==> config.mk <==
export PLATFORM = sky130hd
export DESIGN_NAME = slot_bitmap_allocator_unit
export DESIGN_NICKNAME = d
export VERILOG_FILES = /design/src/sba_pkg.sv /design/src/slot_bitmap_allocator_unit.sv /design/src/sba_ram.sv /design/src/sba_front.sv /design/src/sba_queue.sv /design/src/sba_back.sv
export SDC_FILE = /design/constraint.sdc
export NUM_CORES = 2
export LEC_CHECK = 0
export BUFFER_PORTS_ARGS = -buffer_cell sky130_fd_sc_hd__buf_2
export CORE_MARGIN = 2
export CORE_UTILIZATION = 60
export DETAILED_ROUTE_END_ITERATION = 16
export GPL_TIMING_DRIVEN = 0
export PLACE_DENSITY_LB_ADDON = 0.15
export SYNTH_ARGS = -nofsm -noshare
export SYNTH_HDL_FRONTEND = slang
export SYNTH_HIERARCHICAL = 1
export SYNTH_SLANG_ARGS = --single-unit
==> constraint.sdc <==
create_clock -name clock -period 14.2 [get_ports clock]
set_input_delay 2.13 -clock clock [delete_from_list [all_inputs] [get_ports clock]]
set_output_delay 2.13 -clock clock [all_outputs]
set_load 0.005 [all_outputs]
==> src/sba_pkg.sv <==
`timescale 1ns / 1ps
// Shared types and constants for the slot bitmap allocator.
// No dependencies; every other file except sba_ram imports this package.
package sba_pkg;

   // Slot index width and the hard ceiling on addressable slots
   localparam int SLOT_W      = 10;
   localparam int SLOT_LIMIT  = 1024;

   // Reciprocal divide: row = (idx * RECIP) >> RECIP_SHIFT, exact for idx < 1024
   localparam int RECIP_SHIFT = 16;
   localparam int RECIP_W     = 14;

   // Depth of the command queue between front and back
   localparam int QUEUE_DEPTH = 2;

   // Request function codes as they arrive on the port
   typedef enum logic [1:0] {
      FUNC_FIND    = 2'd0,
      FUNC_TAKE    = 2'd1,
      FUNC_RELEASE = 2'd2
   } func_type;

   // Classified command handed to the back end
   typedef enum logic [2:0] {
      OP_FIND    = 3'd0,  // scan for a free slot
      OP_TAKE    = 3'd1,  // set the slot bit
      OP_RELEASE = 3'd2,  // clear the slot bit
      OP_MISS    = 3'd3,  // find with start beyond capacity
      OP_ECHO    = 3'd4   // no state change, echo the index
   } op_type;

   // Back end sequencer states
   typedef enum logic [1:0] {
      ST_CLEAR = 2'd0,
      ST_IDLE  = 2'd1,
      ST_LOOK  = 2'd2,
      ST_REPLY = 2'd3
   } back_state_type;

endpackage

==> src/slot_bitmap_allocator_unit.sv <==
`timescale 1ns / 1ps
// Slot bitmap allocator top level. Out-of-range and unused requests skip the bitmap RAM;
// take/release read and write back one row, and a find reads rows until a hit or the last row.
// The back end handles one command at a time, while the queue lets the front end accept more;
// during a find the bitmap RAM reads one row per cycle, up to 32 rows by default.
// Reset: synchronous; afterwards a clearing pass writes every used row, with req_ready
// low until it finishes. Depends on sba_pkg and all sba_ modules.
module slot_bitmap_allocator_unit import sba_pkg::*; #(
   parameter int WORD_BITS = 32,
   parameter int NUM_WORDS = 32
) (
   input  logic              clock,
   input  logic              reset,
   input  logic              req_valid,
   output logic              req_ready,
   input  logic [1:0]        req_func,
   input  logic [SLOT_W-1:0] req_slot_index,
   output logic              rsp_valid,
   input  logic              rsp_ready,
   output logic [SLOT_W-1:0] rsp_found_slot,
   output logic              rsp_none_free
);

   localparam int TOTAL     = WORD_BITS * NUM_WORDS;
   localparam int CAP       = (TOTAL < SLOT_LIMIT) ? TOTAL : SLOT_LIMIT;
   localparam int USED_ROWS = (CAP + WORD_BITS - 1) / WORD_BITS;
   localparam int ROW_W     = (USED_ROWS > 1) ? $clog2(USED_ROWS) : 1;
   localparam int BIT_W     = $clog2(WORD_BITS);
   localparam int OP_W      = $bits(op_type);
   localparam int CMD_W     = OP_W + 2 * SLOT_W + ROW_W + BIT_W;

   logic              init_busy;
   logic              f_valid, f_ready;
   op_type            f_op;
   logic [SLOT_W-1:0] f_idx, f_base;
   logic [ROW_W-1:0]  f_row;
   logic [BIT_W-1:0]  f_bit;
   logic [CMD_W-1:0]  f_data, q_data;
   logic              q_valid, q_ready;
   logic [OP_W-1:0]   q_op_raw;
   op_type            q_op;
   logic [SLOT_W-1:0] q_idx, q_base;
   logic [ROW_W-1:0]  q_row;
   logic [BIT_W-1:0]  q_bit;

   // request intake and classification
   sba_front #(
      .WORD_BITS (WORD_BITS),
      .NUM_WORDS (NUM_WORDS)
   ) u_front (
      .clock          (clock),
      .reset          (reset),
      .init_busy      (init_busy),
      .req_valid      (req_valid),
      .req_ready      (req_ready),
      .req_func       (req_func),
      .req_slot_index (req_slot_index),
      .cmd_valid      (f_valid),
      .cmd_ready      (f_ready),
      .cmd_op         (f_op),
      .cmd_idx        (f_idx),
      .cmd_base       (f_base),
      .cmd_row        (f_row),
      .cmd_bit        (f_bit)
   );

   assign f_data = {f_op, f_idx, f_base, f_row, f_bit};

   // command queue
   sba_queue #(
      .WIDTH (CMD_W),
      .DEPTH (QUEUE_DEPTH)
   ) u_queue (
      .clock      (clock),
      .reset      (reset),
      .push_valid (f_valid),
      .push_ready (f_ready),
      .push_data  (f_data),
      .pop_valid  (q_valid),
      .pop_ready  (q_ready),
      .pop_data   (q_data)
   );

   assign {q_op_raw, q_idx, q_base, q_row, q_bit} = q_data;
   assign q_op = op_type'(q_op_raw);

   // bitmap engine and response register
   sba_back #(
      .WORD_BITS (WORD_BITS),
      .NUM_WORDS (NUM_WORDS)
   ) u_back (
      .clock          (clock),
      .reset          (reset),
      .init_busy      (init_busy),
      .cmd_valid      (q_valid),
      .cmd_ready      (q_ready),
      .cmd_op         (q_op),
      .cmd_idx        (q_idx),
      .cmd_base       (q_base),
      .cmd_row        (q_row),
      .cmd_bit        (q_bit),
      .rsp_valid      (rsp_valid),
      .rsp_ready      (rsp_ready),
      .rsp_found_slot (rsp_found_slot),
      .rsp_none_free  (rsp_none_free)
   );

endmodule

==> src/sba_ram.sv <==
`timescale 1ns / 1ps
// Generic single-write, single-read RAM with registered read data.
// No dependencies.
module sba_ram #(
   parameter int WIDTH = 32,
   parameter int DEPTH = 32,
   localparam int ADDR_W = (DEPTH > 1) ? $clog2(DEPTH) : 1
) (
   input  logic              clock,
   input  logic              wr_en,
   input  logic [ADDR_W-1:0] wr_addr,
   input  logic [WIDTH-1:0]  wr_data,
   input  logic              rd_en,
   input  logic [ADDR_W-1:0] rd_addr,
   output logic [WIDTH-1:0]  rd_data
);

   logic [WIDTH-1:0] mem_ff [DEPTH];
   logic [WIDTH-1:0] rd_data_ff;

   // write port
   always_ff @(posedge clock) begin
      if (wr_en) begin
         mem_ff[wr_addr] <= wr_data;
      end
   end

   // registered read port
   always_ff @(posedge clock) begin
      if (rd_en) begin
         rd_data_ff <= mem_ff[rd_addr];
      end
   end

   assign rd_data = rd_data_ff;

endmodule

==> src/sba_front.sv <==
`timescale 1ns / 1ps
// Front end: accepts requests, splits the index into row and bit, classifies the request.
// Depends on sba_pkg.
module sba_front import sba_pkg::*; #(
   parameter int WORD_BITS = 32,
   parameter int NUM_WORDS = 32,
   localparam int TOTAL     = WORD_BITS * NUM_WORDS,
   localparam int CAP       = (TOTAL < SLOT_LIMIT) ? TOTAL : SLOT_LIMIT,
   localparam int USED_ROWS = (CAP + WORD_BITS - 1) / WORD_BITS,
   localparam int ROW_W     = (USED_ROWS > 1) ? $clog2(USED_ROWS) : 1,
   localparam int BIT_W     = $clog2(WORD_BITS)
) (
   input  logic              clock,
   input  logic              reset,
   input  logic              init_busy,
   input  logic              req_valid,
   output logic              req_ready,
   input  logic [1:0]        req_func,
   input  logic [SLOT_W-1:0] req_slot_index,
   output logic              cmd_valid,
   input  logic              cmd_ready,
   output op_type            cmd_op,
   output logic [SLOT_W-1:0] cmd_idx,
   output logic [SLOT_W-1:0] cmd_base,
   output logic [ROW_W-1:0]  cmd_row,
   output logic [BIT_W-1:0]  cmd_bit
);

   localparam int IDX_ROW_W = $clog2((SLOT_LIMIT - 1) / WORD_BITS + 1);
   localparam int RECIP     = (2 ** RECIP_SHIFT + WORD_BITS - 1) / WORD_BITS;
   localparam int PROD_W    = SLOT_W + RECIP_W;
   localparam logic [SLOT_W:0] CAP_V = (SLOT_W + 1)'(CAP);

   logic                 a_valid_ff, a_valid_in;
   logic [1:0]           a_func_ff;
   logic [SLOT_W-1:0]    a_idx_ff;
   logic [IDX_ROW_W-1:0] a_row_ff;

   logic                 accept;
   logic [PROD_W-1:0]    prod;
   logic [SLOT_W-1:0]    row_ext;
   logic [SLOT_W-1:0]    bit_diff;
   logic                 in_cap;

   // hold off new requests while the bitmap is being cleared
   assign req_ready = !init_busy && (!a_valid_ff || cmd_ready);
   assign accept    = req_valid && req_ready;

   // row by reciprocal multiply
   assign prod = PROD_W'(req_slot_index) * PROD_W'(RECIP);

   always_comb begin
      a_valid_in = a_valid_ff;
      if (accept) begin
         a_valid_in = 1'b1;
      end else if (cmd_ready) begin
         a_valid_in = 1'b0;
      end
   end

   always_ff @(posedge clock) begin
      if (reset) begin
         a_valid_ff <= 1'b0;
      end else begin
         a_valid_ff <= a_valid_in;
      end
   end

   always_ff @(posedge clock) begin
      if (accept) begin
         a_func_ff <= req_func;
         a_idx_ff  <= req_slot_index;
         a_row_ff  <= prod[RECIP_SHIFT +: IDX_ROW_W];
      end
   end

   // row base and bit position
   assign row_ext  = SLOT_W'(a_row_ff);
   assign cmd_base = row_ext * SLOT_W'(WORD_BITS);
   assign bit_diff = a_idx_ff - cmd_base;
   assign cmd_bit  = bit_diff[BIT_W-1:0];
   assign cmd_row  = a_row_ff[ROW_W-1:0];
   assign cmd_idx  = a_idx_ff;
   assign in_cap   = {1'b0, a_idx_ff} < CAP_V;
   assign cmd_valid = a_valid_ff;

   // classify
   always_comb begin
      case (func_type'(a_func_ff))
         FUNC_FIND:    cmd_op = in_cap ? OP_FIND : OP_MISS;
         FUNC_TAKE:    cmd_op = in_cap ? OP_TAKE : OP_ECHO;
         FUNC_RELEASE: cmd_op = in_cap ? OP_RELEASE : OP_ECHO;
         default:      cmd_op = OP_ECHO;
      endcase
   end

endmodule

==> src/sba_queue.sv <==
`timescale 1ns / 1ps
// Small FIFO of classified commands between front and back end.
// Depends on sba_pkg only for the import convention.
module sba_queue import sba_pkg::*; #(
   parameter int WIDTH = 8,
   parameter int DEPTH = 2,
   localparam int PTR_W = (DEPTH > 1) ? $clog2(DEPTH) : 1,
   localparam int CNT_W = $clog2(DEPTH + 1)
) (
   input  logic             clock,
   input  logic             reset,
   input  logic             push_valid,
   output logic             push_ready,
   input  logic [WIDTH-1:0] push_data,
   output logic             pop_valid,
   input  logic             pop_ready,
   output logic [WIDTH-1:0] pop_data
);

   localparam logic [PTR_W-1:0] PTR_LAST = PTR_W'(DEPTH - 1);
   localparam logic [CNT_W-1:0] CNT_FULL = CNT_W'(DEPTH);

   logic [WIDTH-1:0] data_ff [DEPTH];
   logic [PTR_W-1:0] wr_ptr_ff, wr_ptr_in;
   logic [PTR_W-1:0] rd_ptr_ff, rd_ptr_in;
   logic [CNT_W-1:0] count_ff, count_in;
   logic             do_push, do_pop;

   assign push_ready = count_ff != CNT_FULL;
   assign pop_valid  = count_ff != '0;
   assign pop_data   = data_ff[rd_ptr_ff];
   assign do_push    = push_valid && push_ready;
   assign do_pop     = pop_valid && pop_ready;

   // pointer and occupancy update
   always_comb begin
      wr_ptr_in = wr_ptr_ff;
      rd_ptr_in = rd_ptr_ff;
      count_in  = count_ff;
      if (do_push) begin
         wr_ptr_in = (wr_ptr_ff == PTR_LAST) ? '0 : wr_ptr_ff + PTR_W'(1);
      end
      if (do_pop) begin
         rd_ptr_in = (rd_ptr_ff == PTR_LAST) ? '0 : rd_ptr_ff + PTR_W'(1);
      end
      if (do_push && !do_pop) begin
         count_in = count_ff + CNT_W'(1);
      end else if (do_pop && !do_push) begin
         count_in = count_ff - CNT_W'(1);
      end
   end

   always_ff @(posedge clock) begin
      if (reset) begin
         wr_ptr_ff <= '0;
         rd_ptr_ff <= '0;
         count_ff  <= '0;
      end else begin
         wr_ptr_ff <= wr_ptr_in;
         rd_ptr_ff <= rd_ptr_in;
         count_ff  <= count_in;
      end
   end

   always_ff @(posedge clock) begin
      if (do_push) begin
         data_ff[wr_ptr_ff] <= push_data;
      end
   end

endmodule

==> src/sba_back.sv <==
`timescale 1ns / 1ps
// Back end: clears the bitmap after reset, runs scans and bit updates, holds the response.
// Depends on sba_pkg and sba_ram.
module sba_back import sba_pkg::*; #(
   parameter int WORD_BITS = 32,
   parameter int NUM_WORDS = 32,
   localparam int TOTAL     = WORD_BITS * NUM_WORDS,
   localparam int CAP       = (TOTAL < SLOT_LIMIT) ? TOTAL : SLOT_LIMIT,
   localparam int USED_ROWS = (CAP + WORD_BITS - 1) / WORD_BITS,
   localparam int ROW_W     = (USED_ROWS > 1) ? $clog2(USED_ROWS) : 1,
   localparam int BIT_W     = $clog2(WORD_BITS)
) (
   input  logic              clock,
   input  logic              reset,
   output logic              init_busy,
   input  logic              cmd_valid,
   output logic              cmd_ready,
   input  op_type            cmd_op,
   input  logic [SLOT_W-1:0] cmd_idx,
   input  logic [SLOT_W-1:0] cmd_base,
   input  logic [ROW_W-1:0]  cmd_row,
   input  logic [BIT_W-1:0]  cmd_bit,
   output logic              rsp_valid,
   input  logic              rsp_ready,
   output logic [SLOT_W-1:0] rsp_found_slot,
   output logic              rsp_none_free
);

   localparam int LAST_ROW  = USED_ROWS - 1;
   localparam int LAST_BITS = CAP - LAST_ROW * WORD_BITS;
   localparam logic [WORD_BITS-1:0] LAST_MASK =
      {WORD_BITS{1'b1}} >> (WORD_BITS - LAST_BITS);
   localparam logic [ROW_W-1:0]  LAST_ROW_IDX = ROW_W'(LAST_ROW);
   localparam logic [SLOT_W-1:0] ROW_STEP     = SLOT_W'(WORD_BITS);
   localparam logic [SLOT_W:0]   CAP_V        = (SLOT_W + 1)'(CAP);

   back_state_type    state_ff, state_in;
   logic [ROW_W-1:0]  clr_ff, clr_in;
   op_type            op_ff, op_in;
   logic [SLOT_W-1:0] idx_ff, idx_in;
   logic [BIT_W-1:0]  bit_ff, bit_in;
   logic [ROW_W-1:0]  row_ff, row_in;
   logic [SLOT_W-1:0] base_ff, base_in;
   logic              first_ff, first_in;
   logic [SLOT_W-1:0] res_slot_ff, res_slot_in;
   logic              res_none_ff, res_none_in;
   logic              rsp_valid_ff, rsp_valid_in;
   logic [SLOT_W-1:0] rsp_slot_ff, rsp_slot_in;
   logic              rsp_none_ff, rsp_none_in;

   logic                 ram_wr_en, ram_rd_en;
   logic [ROW_W-1:0]     ram_wr_addr, ram_rd_addr;
   logic [WORD_BITS-1:0] ram_wr_data, ram_rd_data;

   logic [WORD_BITS-1:0] bit_hot, low_mask, tail_mask, free_bits;
   logic [BIT_W-1:0]     hit_pos;
   logic                 any_free;
   logic [SLOT_W-1:0]    found_pos;
   logic                 out_free;

   sba_ram #(
      .WIDTH (WORD_BITS),
      .DEPTH (USED_ROWS)
   ) u_map (
      .clock   (clock),
      .wr_en   (ram_wr_en),
      .wr_addr (ram_wr_addr),
      .wr_data (ram_wr_data),
      .rd_en   (ram_rd_en),
      .rd_addr (ram_rd_addr),
      .rd_data (ram_rd_data)
   );

   // masks for the row under inspection
   assign bit_hot   = {{(WORD_BITS - 1){1'b0}}, 1'b1} << bit_ff;
   assign low_mask  = first_ff ? (bit_hot - {{(WORD_BITS - 1){1'b0}}, 1'b1}) : '0;
   assign tail_mask = (row_ff == LAST_ROW_IDX) ? LAST_MASK : '1;
   assign free_bits = ~(ram_rd_data | low_mask) & tail_mask;
   assign any_free  = |free_bits;

   // lowest free bit
   always_comb begin
      hit_pos = '0;
      for (int b = WORD_BITS - 1; b >= 0; b--) begin
         if (free_bits[b]) begin
            hit_pos = BIT_W'(b);
         end
      end
   end

   assign found_pos = base_ff + SLOT_W'(hit_pos);
   assign out_free  = !rsp_valid_ff || rsp_ready;
   assign init_busy = state_ff == ST_CLEAR;

   // sequencer
   always_comb begin
      state_in    = state_ff;
      clr_in      = clr_ff;
      op_in       = op_ff;
      idx_in      = idx_ff;
      bit_in      = bit_ff;
      row_in      = row_ff;
      base_in     = base_ff;
      first_in    = first_ff;
      res_slot_in = res_slot_ff;
      res_none_in = res_none_ff;
      rsp_valid_in = rsp_valid_ff && !rsp_ready;
      rsp_slot_in  = rsp_slot_ff;
      rsp_none_in  = rsp_none_ff;
      cmd_ready   = 1'b0;
      ram_wr_en   = 1'b0;
      ram_wr_addr = row_ff;
      ram_wr_data = ram_rd_data;
      ram_rd_en   = 1'b0;
      ram_rd_addr = cmd_row;

      case (state_ff)
         ST_CLEAR: begin
            ram_wr_en   = 1'b1;
            ram_wr_addr = clr_ff;
            ram_wr_data = '0;
            clr_in      = clr_ff + ROW_W'(1);
            if (clr_ff == LAST_ROW_IDX) begin
               state_in = ST_IDLE;
            end
         end

         ST_IDLE: begin
            cmd_ready = 1'b1;
            if (cmd_valid) begin
               op_in    = cmd_op;
               idx_in   = cmd_idx;
               bit_in   = cmd_bit;
               row_in   = cmd_row;
               base_in  = cmd_base;
               first_in = 1'b1;
               case (cmd_op)
                  OP_FIND, OP_TAKE, OP_RELEASE: begin
                     ram_rd_en = 1'b1;
                     state_in  = ST_LOOK;
                  end
                  OP_MISS: begin
                     res_slot_in = '0;
                     res_none_in = 1'b1;
                     state_in    = ST_REPLY;
                  end
                  default: begin
                     res_slot_in = cmd_idx;
                     res_none_in = 1'b0;
                     state_in    = ST_REPLY;
                  end
               endcase
            end
         end

         ST_LOOK: begin
            case (op_ff)
               OP_TAKE: begin
                  ram_wr_en   = 1'b1;
                  ram_wr_data = ram_rd_data | bit_hot;
                  res_slot_in = idx_ff;
                  res_none_in = 1'b0;
                  state_in    = ST_REPLY;
               end
               OP_RELEASE: begin
                  ram_wr_en   = 1'b1;
                  ram_wr_data = ram_rd_data & ~bit_hot;
                  res_slot_in = idx_ff;
                  res_none_in = 1'b0;
                  state_in    = ST_REPLY;
               end
               OP_FIND: begin
                  if (any_free) begin
                     res_slot_in = found_pos;
                     res_none_in = 1'b0;
                     state_in    = ST_REPLY;
                  end else if (row_ff == LAST_ROW_IDX) begin
                     res_slot_in = '0;
                     res_none_in = 1'b1;
                     state_in    = ST_REPLY;
                  end else begin
                     // next row, one per cycle
                     row_in      = row_ff + ROW_W'(1);
                     base_in     = base_ff + ROW_STEP;
                     first_in    = 1'b0;
                     ram_rd_en   = 1'b1;
                     ram_rd_addr = row_ff + ROW_W'(1);
                  end
               end
               default: begin
                  res_slot_in = idx_ff;
                  res_none_in = 1'b0;
                  state_in    = ST_REPLY;
               end
            endcase
         end

         ST_REPLY: begin
            if (out_free) begin
               rsp_valid_in = 1'b1;
               rsp_slot_in  = res_slot_ff;
               rsp_none_in  = res_none_ff;
               state_in     = ST_IDLE;
            end
         end

         default: begin
            state_in = ST_IDLE;
         end
      endcase
   end

   always_ff @(posedge clock) begin
      if (reset) begin
         state_ff     <= ST_CLEAR;
         clr_ff       <= '0;
         rsp_valid_ff <= 1'b0;
      end else begin
         state_ff     <= state_in;
         clr_ff       <= clr_in;
         rsp_valid_ff <= rsp_valid_in;
      end
   end

   always_ff @(posedge clock) begin
      op_ff       <= op_in;
      idx_ff      <= idx_in;
      bit_ff      <= bit_in;
      row_ff      <= row_in;
      base_ff     <= base_in;
      first_ff    <= first_in;
      res_slot_ff <= res_slot_in;
      res_none_ff <= res_none_in;
      rsp_slot_ff <= rsp_slot_in;
      rsp_none_ff <= rsp_none_in;
   end

   assign rsp_valid      = rsp_valid_ff;
   assign rsp_found_slot = rsp_slot_ff;
   assign rsp_none_free  = rsp_none_ff;

   // the bitmap is written only by the clearing pass or a take/release
   a_write_scope: assert property (@(posedge clock) disable iff (reset)
      ram_wr_en |-> (state_ff == ST_CLEAR ||
                     (state_ff == ST_LOOK && (op_ff == OP_TAKE || op_ff == OP_RELEASE))))
      else $error("bitmap write outside clear or update");

   // scan never walks past the last used row
   a_row_range: assert property (@(posedge clock) disable iff (reset)
      state_ff == ST_LOOK |-> row_ff <= LAST_ROW_IDX)
      else $error("scan row beyond last row");

   // a hit lies at or above the start and inside capacity
   a_hit_range: assert property (@(posedge clock) disable iff (reset)
      (state_ff == ST_LOOK && op_ff == OP_FIND && any_free) |->
         (found_pos >= idx_ff && {1'b0, found_pos} < CAP_V))
      else $error("found slot out of range");

   // a miss always reports slot zero
   a_miss_zero: assert property (@(posedge clock) disable iff (reset)
      (rsp_valid_ff && rsp_none_ff) |-> rsp_slot_ff == '0)
      else $error("miss with nonzero slot");

   // clearing ends only after the last row was written
   a_clear_done: assert property (@(posedge clock) disable iff (reset)
      (state_ff == ST_IDLE && $past(state_ff) == ST_CLEAR) |-> $past(clr_ff) == LAST_ROW_IDX)
      else $error("clearing pass cut short");

endmodule
==> metrics <==
CTS tree yes; final hold vios 0; clock sinks 1204; P_leak 0.0196 uW; Num CTS Buffers 115; Main synth FF type edfxtp_1; routed vias/inst 6.40; core area 0.0816 mm2; Root Buffer clkbuf_16; Starting DRT DRC Count 2831; most frequent cells in the layout edfxtp_1 (1190), mux2i_1 (520), nand2_1 (130); row count 105; Area Overhead vs Synth 12.9%; Period minus WS final 8040 ps; cells on worst reg2reg path 20; hold_sp u_back/res_slot_ff[0]$_DFFE_PP_; Yosys cell types 82; Min-Delay Endpoint u_back/rsp_found_slot[0]$_DFFE_PP_; Placed Cells incl. Taps 4140; PostCTS Resize Cnt 0; asr flop ratio synth 0%; slowest stage delay, CP 980 ps; clk slew on worst S/H paths 60 ps; initial antenna violation count 3; FMAX 0.124 GHz; CTS Buffer Depth 3; final std cells w/o fill 4361; Antenna Nets Post-Route 0; Max VDD drop 0.118 mV; outcome finished, final reports clean; Worst setup SP type flip-flop; Mapped Cells 3006; largest net degree at the start of global routing 34; FILL cells 5260; register bit total from synthesis 1204; H-tree depth 3; CP endpoint kind flip-flop; final net count 3221; Max Cap Viol 0; Ports 29; Avg Cell Area, Syn 16.4 um2; synth warn 6; final worst path period share 56.6%; DP HPWL 83300 um; fin area roughly 0.056 mm2; vias in the first global route 27859; Initial Util 60.3%; final slew viol count 0; IO buf count 28; first-pass GRT wire length 179000 um; Crit-path slowest cell o31ai_1; DR pass1 iterations 6; final WL ~120000 um; DRC Markers 0; reg2reg setup slack 6160 ps; post-layout util 68.1%; die height 290 um; wire per inst 28.0 um; WP data arrival between 8000 and 9000 ps; RSZ-0062 raised after global routing false; Slew HR 7.16%; RR Startpoint u_back/bit_ff[2]$_DFFE_PP_; Die X slightly below 300 um; Slew @ Worst Pin 1390 ps; kind of critical path flip-flop to flip-flop; total grt overflow 0; EDFF count, synth 1190; Critical Path RT 14580 ps; final setup violation count 0; CP Max Fanout 10; vias post-DR 27890; Syn Std Cell Area 0.0492 mm2; Total Neg Setup Slack 0 ps; GRT Resource Usage Total roughly 29%; capturing point of the worst reg2reg path u_back/u_map/rd_data[27]$_DFFE_PP_; most common cell after layout, fill and taps aside edfxtp_1; skew final between 30 and 40 ps; worst hold margin ~420 ps; Post-CTS Setup Inserts 0; hold buffers post-CTS 0; CP cell instances buf_6 > or3_1 > clkbuf_1 > or2_2 > ha_1 > buf_4 > buf_6 > and4bb_1 > o211ai_1 > a222oi_1 > nand4_1 > or3b_4 > or4_4 > o31ai_1 > nor2b_1 > buf_4 > clkbuf_1 > a22oi_1 > a31oi_1 > nand3_1; RD Place Congestion 0.986; Seq/Total Area, Yosys 73.2%; Die ar. 0.0843 mm2; hold path depth 0; layout cells sized above 1 14.2%; power per cell area ~140 mW/mm2; Hold Crit Class flip-flop to flip-flop; dpl cell area 0.0517 mm2; clk_lat worst skew around 700 ps
## power breakdown
group / internal, uW / total (uW) / switching [uW]
combinational: 117 / 407 / 290
clock: 1790 / 3090 / 1300
sequential: 4070 / 4110 / 37.7
total: 5980 / 7600 / 1620
## synthesized netlist by cell type (all sizes together) (3+ instances only)
library cell	instances	area share, %
nor3b	4	0.061
a221oi	3	0.053
or4	3	0.069
o22ai	4	0.051
mux2	45	1.0
and3	5	0.064
or3b	5	0.094
o21bai	5	0.076
inv	18	0.14
a22oi	107	1.6
nor2	80	0.63
xnor2	9	0.16
edfxtp	1190	73
o21a	6	0.092
ha	16	0.41
o211ai	3	0.046
nor4	3	0.069
a21oi	127	1.3
nand3	113	1.1
a31oi	38	0.48
clkbuf	55	0.43
or3	10	0.13
o211a	3	0.061
nand2b	13	0.20
or2	8	0.10
a22o	99	1.8
a21o	7	0.11
a2bb2oi	3	0.053
xor2	12	0.21
buf	131	1.9
a211o	3	0.053
and2	10	0.13
nand3b	7	0.11
mux2i	520	11
o21ai	97	0.99
nor2b	21	0.28
o31ai	5	0.086
nand2	131	1.0
nor3	43	0.46
dfxtp	14	0.57
## flip-flops by register name, indices dropped and copies added, names as in the netlist, 3 cells and up, named ones only
name	count
u_queue/data_ff	66
u_back/row_ff	5
u_back/u_map/rd_data	32
u_back/op_ff	3
u_back/rsp_found_slot	10
u_front/cmd_idx	10
u_back/clr_ff	5
u_back/res_slot_ff	10
u_back/base_ff	10
u_back/u_map/mem_ff	1024
u_back/idx_ff	10
u_back/bit_ff	5
## kinds of logic (layout without fill, tap and decap cells)
group	Yosys count	after routing	synth area share, %
compound gates	528	528	7.19
simple gates	465	465	4.71
xor+xnor	21	21	0.374
buf+inv	205	484	2.48
flops	1204	1204	73.2
mux	565	565	11.6
other cells	1	7	0.00762
fa+ha+maj	17	17	0.447
## area by class of cell
class	count	area, um2	area share [%]
Buffer	186	1150	2.07
Clock inverter	87	908	1.64
Sequential cell	1204	36000	64.8
Tap cell	1070	1340	2.41
Clock buffer	131	2940	5.29
Antenna cell	2	5.00	0.00901
Timing Repair Buffer	61	886	1.59
Inverter	19	71.3	0.128
Multi-Input combinational cell	1601	12200	22.0
## critical path: cells and delay by family (launching register included)
family | cells | cell delay, ps
fa+ha+maj | 1 | 250
flops | 1 | 400
simple gates | 8 | 3020
buf+inv | 6 | 1610
compound gates | 5 | 2400
## per-stage QoR
stage | setup WS (ps) | total power, uW
after detailed placement | 6390 | 4580
after global placement | 6470 | 4510
after CTS | 6390 | 7630
final | 6160 | 7600
after floorplan | 8920 | 4380
after global routing | 6070 | 7810
## worst max path at each step
| stage | start | end | slack (ps) | cells past startpoint |
|---|---|---|---|---|
| final | u_back/bit_ff[2]$_DFFE_PP_ | u_back/u_map/rd_data[27]$_DFFE_PP_ | 6160 | 20 |
| after detailed placement | u_back/bit_ff[2]$_DFFE_PP_ | u_back/u_map/rd_data[27]$_DFFE_PP_ | 6390 | 20 |
| after CTS | u_back/bit_ff[2]$_DFFE_PP_ | u_back/u_map/rd_data[28]$_DFFE_PP_ | 6390 | 21 |
| after global placement | u_back/bit_ff[2]$_DFFE_PP_ | u_back/u_map/rd_data[28]$_DFFE_PP_ | 6470 | 21 |
| after floorplan | u_back/bit_ff[2]$_DFFE_PP_ | u_back/u_map/rd_data[13]$_DFFE_PP_ | 8920 | 21 |
| after global routing | u_back/bit_ff[2]$_DFFE_PP_ | u_back/u_map/rd_data[28]$_DFFE_PP_ | 6070 | 21 |
## routing by layer
| layer | vias to the layer above | track usage (%) | part of all wire [%] | wire length, um |
|---|---|---|---|---|
| li1 | 12199 | - | - | - |
| met5 | - | 0 | 0.021 | 26 |
| met2 | 1242 | 50.1 | 51 | 62000 |
| met4 | 4 | 10.6 | 3.3 | 4080 |
| met3 | 240 | 4.22 | 7.2 | 8720 |
| met1 | 14205 | 37.1 | 39 | 47000 |
Note: power is estimated with default switching activity, not from simulation.
